File: config.mk
export PLATFORM = sky130hd
export DESIGN_NAME = madc_div
export DESIGN_NICKNAME = d
export VERILOG_FILES = /design/src/design/madc_pkg.sv /design/src/design/madc_div.sv
export SDC_FILE = /design/constraint.sdc
export NUM_CORES = 1
export LEC_CHECK = 0
export BUFFER_PORTS_ARGS = -buffer_cell sky130_fd_sc_hd__buf_2
export CORE_MARGIN = 2
export CORE_UTILIZATION = 55
export DETAILED_ROUTE_END_ITERATION = 8
export GPL_TIMING_DRIVEN = 0
export PLACE_DENSITY = 0.87
export REMOVE_ABC_BUFFERS = 1
export SKIP_LAST_GASP = 1
export SYNTH_ARGS = -nofsm -noshare
export SYNTH_HDL_FRONTEND = slang
export SYNTH_SLANG_ARGS = --single-unit
File: constraint.sdc
create_clock -name clk -period 6.7 [get_ports clk]
set_input_delay 1.34 -clock clk [delete_from_list [all_inputs] [get_ports clk]]
set_output_delay 1.34 -clock clk [all_outputs]
set_load 0.02 [all_outputs]
File: src/design/madc_pkg.sv
package madc_pkg;

	// sample and result width, signed Q1.15
	localparam int SMP_W = 16;

	// configuration port
	localparam int CFG_IDX_W = 2;
	localparam int CFG_W     = 16;

	localparam int WIN_W  = 14;
	localparam int CHN_W  = 4;
	localparam int WET_W  = 16;

	localparam int MAX_WINDOW   = 8192;
	localparam int MAX_CHANNELS = 8;

	localparam int POS_W = $clog2(MAX_WINDOW);
	localparam int CH_W  = $clog2(MAX_CHANNELS);

	// history store: one ring of MAX_WINDOW entries per channel
	localparam int ADDR_W    = CH_W + POS_W;
	localparam int MEM_DEPTH = MAX_WINDOW * MAX_CHANNELS;

	// running sum: up to MAX_WINDOW full-scale samples
	localparam int SUM_W = SMP_W + POS_W;

	// divider: magnitude of the sum over the window length
	localparam int DVD_W     = SUM_W;
	localparam int DVS_W     = WIN_W;
	localparam int REM_W     = DVS_W + 1;
	localparam int DIV_CNT_W = $clog2(DVD_W);

	// mean, product and accumulator
	localparam int MEAN_W = DVD_W + 1;
	localparam int PROD_W = MEAN_W + WET_W + 1;
	localparam int ACC_W  = PROD_W + 1;

	localparam logic [WIN_W-1:0] WIN_RST = WIN_W'(4800);
	localparam logic [CHN_W-1:0] CHN_RST = CHN_W'(1);
	localparam logic [WET_W-1:0] WET_ONE = WET_W'(32768);

	localparam logic signed [SMP_W-1:0] SMP_MAX = {1'b0, {(SMP_W-1){1'b1}}};
	localparam logic signed [SMP_W-1:0] SMP_MIN = {1'b1, {(SMP_W-1){1'b0}}};

	typedef enum logic [CFG_IDX_W-1:0] {
		REG_WINDOW = 2'd0,
		REG_CHANS  = 2'd1,
		REG_WET    = 2'd2,
		REG_NONE   = 2'd3
	} cfg_reg_t;

	typedef struct packed {
		logic             start;
		logic [DVD_W-1:0] dividend;
		logic [DVS_W-1:0] divisor;
	} div_req_t;

	typedef struct packed {
		logic             done;
		logic [DVD_W-1:0] quotient;
	} div_rsp_t;

endpackage

File: src/design/madc_div.sv
module madc_div (
	input  logic                clk,
	input  logic                arst_n,
	input  madc_pkg::div_req_t  req,
	output madc_pkg::div_rsp_t  rsp
);

	import madc_pkg::*;

	logic                 busy_q;
	logic                 done_q;
	logic [DIV_CNT_W-1:0] cnt_q;
	logic [DVD_W-1:0]     dvd_q;
	logic [REM_W-1:0]     rem_q;
	logic [DVS_W-1:0]     dvs_q;

	logic [REM_W-1:0] rem_sh;
	logic             ge;
	logic [REM_W-1:0] rem_d;

	// restoring division, one quotient bit a cycle; quotient shifts in behind the dividend
	always_comb begin
		rem_sh = {rem_q[REM_W-2:0], dvd_q[DVD_W-1]};
		ge     = rem_sh >= {1'b0, dvs_q};
		rem_d  = ge ? rem_sh - {1'b0, dvs_q} : rem_sh;
	end

	always_ff @(posedge clk or negedge arst_n) begin
		if (!arst_n) begin
			busy_q <= 1'b0;
			done_q <= 1'b0;
			cnt_q  <= '0;
		end else begin
			done_q <= 1'b0;
			if (req.start) begin
				busy_q <= 1'b1;
				cnt_q  <= '0;
			end else if (busy_q) begin
				cnt_q <= cnt_q + 1'b1;
				if (cnt_q == DIV_CNT_W'(DVD_W - 1)) begin
					busy_q <= 1'b0;
					done_q <= 1'b1;
				end
			end
		end
	end

	always_ff @(posedge clk) begin
		if (req.start) begin
			dvd_q <= req.dividend;
			dvs_q <= req.divisor;
			rem_q <= '0;
		end else if (busy_q) begin
			dvd_q <= {dvd_q[DVD_W-2:0], ge};
			rem_q <= rem_d;
		end
	end

	assign rsp.done     = done_q;
	assign rsp.quotient = dvd_q;

endmodule

### Word-level counts from Yosys, hierarchy flattened

Cells that the tools add are included.

| storage, ports and cells | value |
|---|---|
| word-level logic and storage cells | 22 |
| input bits | 46 |
| output and inout port bits | 30 |
| register bits after elaboration | 64 |

| cells by class | value |
|---|---|
| eq/ne operators | 1 |
| mux-type cells | 11 |
| $add $sub $neg | 2 |
| order comparisons | 1 |
| reductions and logical operators | 1 |

Operators by type and width:

| kind | number |
|---|---|
| 29-bit two-way mux | 2 |
| 15-bit by 14-bit >= comparator with 1-bit output | 1 |
| 14-bit two-way mux | 1 |
| 14-bit subtractor | 1 |
| 5-bit two-way mux | 2 |
| 1-bit two-way mux | 6 |
| 5-bit by 1-bit adder with 5-bit output (second input constant) | 1 |
| 5-bit equality test (second input constant) | 1 |
| 2-bit nonzero test | 1 |

### Longest topological paths before layout

| depth | value |
|---|---|
| depth in word-level cells | 4 |
| depth in mapped cells | 10 |
| gate-level depth less buffers | 10 |

### Worst setup path before layout

No wires, ideal clock.

| timing path | value |
|---|---|
| path kind | input port to flip-flop |
| from | input port req[43] (netlist name) |
| to | register dvd_q[0] (enable) |
| cell stages on the path | 3 |
| arrival time | 2.177 ns |
| required time | 6.316 ns |
| path slack | 4.140 ns |
| setup time | 0.384 ns |
| cell sequence | clkbuf_1 nor2_1 inv_1 |

| between the ends | value |
|---|---|
| longest elaborated chain between the ends | 1 |

RTL lines:

| what | RTL line | text |
|---|---|---|
| start: declaration | madc_div.sv:4 | `input madc_pkg::div_req_t req,` |
| 2-bit nonzero test (no source line) | - |  |
| end signal: assignment | madc_div.sv:50 | `dvd_q <= req.dividend;` |
| end signal: assignment | madc_div.sv:54 | `dvd_q <= {dvd_q[DVD_W-2:0], ge};` |
| end: declaration | madc_div.sv:13 | `logic [DVD_W-1:0] dvd_q;` |

No other way between the ends.
A chain may end at the register's enable or synchronous reset.

### Worst setup path in the final report

| timing path | value |
|---|---|
| from | input port req[43] (netlist name) |
| to | register dvd_q[8] (enable) |

Same word-level chain as after synthesis.

==> run summary <==
Clock skew - 0.0134 ns
CTS Buf Count - 9
Core area - 6030 µm²
Initial antenna violation count - 0
Status - finished clean
VDD IR max - 0.224 mV
Post-synth top area cell - edfxtp_1
Final wirelength - 7700 µm
Max-cap viol count - 0
Synth-to-layout area growth - 16.3%
Total track usage - 0.224
Crit path max fanout - 65
Synth Area per Inst - 11.4 µm²
TritonCTS clock tree - yes
Post-CTS Setup Bufs - 0
Final antenna-violating net count - 0
CTS Buffer Depth - 2
Seq cells post-synth - 64
Post-layout util - 0.671
EDFF count, synth - 43
NumNets Final - 437
Clock sink count - 64
Syn. warnings - 0
Ys flop type - edfxtp_1
Initial drt markers - 315
Power density over cell area - 356 nW/µm²
Synth unique cells - 52
Drt via density - 5.99
Hpwl dp - 5160 µm
Crit path arrival time - 3.43 ns
RePlAce Congestion - 0.910
Setup-failing EPs final - 0
Final cell count without fillers - 453
I/O Buffers - 75
Highest clock rate - 0.289 GHz
Top post-synthesis cells by area - edfxtp_1 37%, mux2_2 9.4%, dfxtp_1 8.1%
Mapped Cells - 304
Vias in the first global route - 2664
Die H - 83.5 µm
Startpoint Class - input port
Fraction of layout cells with a size suffix above 1 - 0.331
Synthesized area - 3480 µm²
Die X-Extent - 83.5 µm
P_leak - 1.77 nW
Row count - 28
Fin. Hold Viols - 0
CTS Hold Bufs - 0
Clock-pin slew on the worst setup and hold paths - 0.08 ns
RSZ-0062 raised after global routing - no
Register area share after synthesis - 0.502
Min Clock Period, post-route - 3.46 ns
Maximum number of pins on one net before global-route repair - 66
Crit path capture type - flip-flop
Kind of critical path - in2reg
Post-CTS sizing - 0
Critical Path RT - 6.67 ns
CTS H-tree lvls - 3
Period utilisation layout - 0.516
First-pass iteration count of the detailed router - 5
Vias - 2714
Die Footprint - 6970 µm²
Worst hold path type - reg2reg
Relative slew slack - 0.131
Diode count - 0
Fraction of registers with async set/reset - 0.109
CTS Root Cell - clkbuf_8
First-pass GRT wire length - 12400 µm
Post-synth top area share - 0.371
Clk Latency, worst-skew pair - 0.35 ns
IO Pins - 76
WL/cell - 17.0 µm
Setup TNS - 0 ns
Drc violations - 0
Measured slew at the worst slew-check pin - 1.30 ns
Final slew viol count - 0
Global route total overflow - 0
Initial core utilization - 0.577
Placed insts - 437
-- metrics by stage --
| stage | area (µm²) | hold slack [ns] | power [W] | setup slack (ns) |
|---|---|---|---|---|
| 3_5_place_dp | 3860 | 0.500 | 0.00111 | 2.82 |
| 5_1_grt | 4040 | 0.541 | 0.00151 | 2.99 |
| 3_3_place_gp | 3860 | 0.491 | 0.00109 | 2.83 |
| 6_report | 4040 | 0.509 | 0.00144 | 3.24 |
| 2_1_floorplan | 3400 | 0.461 | 0.000966 | 4.17 |
| 4_1_cts | 4040 | 0.511 | 0.00143 | 3.21 |
-- layout by cell type (no fill, tap or decap), drive strengths merged, types with 2 or more instances in the layout --
cell,instances
nand2,15
o311ai,3
edfxtp,43
dfxtp,14
nor2,22
a21o,7
clkinv,4
clkbuf,11
o21a,2
inv,21
a211oi,3
nor3b,3
xnor2,5
nand3,17
nor3,2
o21bai,2
a31oi,3
a311oi,9
and2,2
mux2,29
dfrtp,7
nand4b,2
nand4,4
o221ai,2
a21oi,10
buf,75
mux2i,3
and3,2
nor2b,3
o21ai,13
ha,17
xor2,8
-- routing by layer --
layer,vias to the layer above,track usage,part of all wire
met3,17,0.0791,0.083
li1,1275,-,-
met5,-,0,0
met1,1292,0.276,0.41
met2,130,0.368,0.49
met4,0,0.0733,0.017
-- worst max-delay path, cell delays in order --
cell    delay [ns]
buf_2         0.94
nor2_1        0.23
inv_1         0.87
-- synthesized netlist by cell type (2+ instances only) --
master / n
nor2b_1: 3
dfrtp_1: 7
o311ai_0: 3
a21oi_1: 10
and2_1: 2
nand3_1: 17
xor2_1: 8
nand4b_1: 2
mux2_2: 29
buf_2: 4
a21o_1: 7
buf_4: 3
buf_1: 2
mux2i_1: 3
o21a_1: 2
ha_1: 17
dfxtp_1: 14
clkbuf_1: 7
nand4_1: 4
nor3b_1: 3
o21ai_0: 10
a211oi_2: 2
nor2_1: 22
edfxtp_1: 43
and3_1: 2
nor3_1: 2
nand2_1: 14
a311oi_1: 9
o21ai_1: 3
o221ai_1: 2
a31oi_1: 3
xnor2_1: 5
inv_1: 21
-- area by class of cell --
| class | count | area, µm² |
|---|---|---|
| clock inverter | 5 | 47.5 |
| multi-input combinational | 202 | 1570 |
| clock buffer | 11 | 131 |
| inverter | 21 | 78.8 |
| sequential | 64 | 1750 |
| tap | 75 | 93.8 |
| timing repair buffer | 75 | 375 |
| fill | 430 | 1980 |
-- where the power goes --
part | internal, W | switching [W] | total [W]
combinational | 0.000239 | 0.000338 | 0.000577
sequential | 0.000495 | 0.0000474 | 0.000542
clock | 0.000168 | 0.000151 | 0.000320
total | 0.000903 | 0.000536 | 0.00144
-- state kept, by name, indices dropped and copies added, names as in the netlist --
register  count
dvd_q        29
dvs_q        14
rem_q        14
cnt_q         5
busy_q        1
done_q        1
-- path summary, 6_finish.rpt --
path | slack [ns] | to | from | cells past startpoint
hold / removal | 0.51 | rem_q[4] | rem_q[3] | 2
max in group asynchronous | 5.74 | cnt_q[4] | arst_n | 1
hold reg to reg | 0.51 | rem_q[4] | rem_q[3] | 2
setup reg to reg | 3.73 | dvd_q[0] | rem_q[5] | 6
min in group asynchronous | 0.81 | cnt_q[3] | arst_n | 1
setup / recovery | 3.24 | dvd_q[8] | req[43] | 3
-- cell families after synthesis --
family,count (synthesis),share of synthesized area
and+or+nand+nor,75,0.106
AOI/OAI and AO/OA,64,0.143
DFF,64,0.502
buffers and inverters,38,0.0461
muxes,32,0.103
adders and majority gates,18,0.0669
xor gates and xnor gates,13,0.0327
No activity file was read; power rests on OpenSTA's default activity.
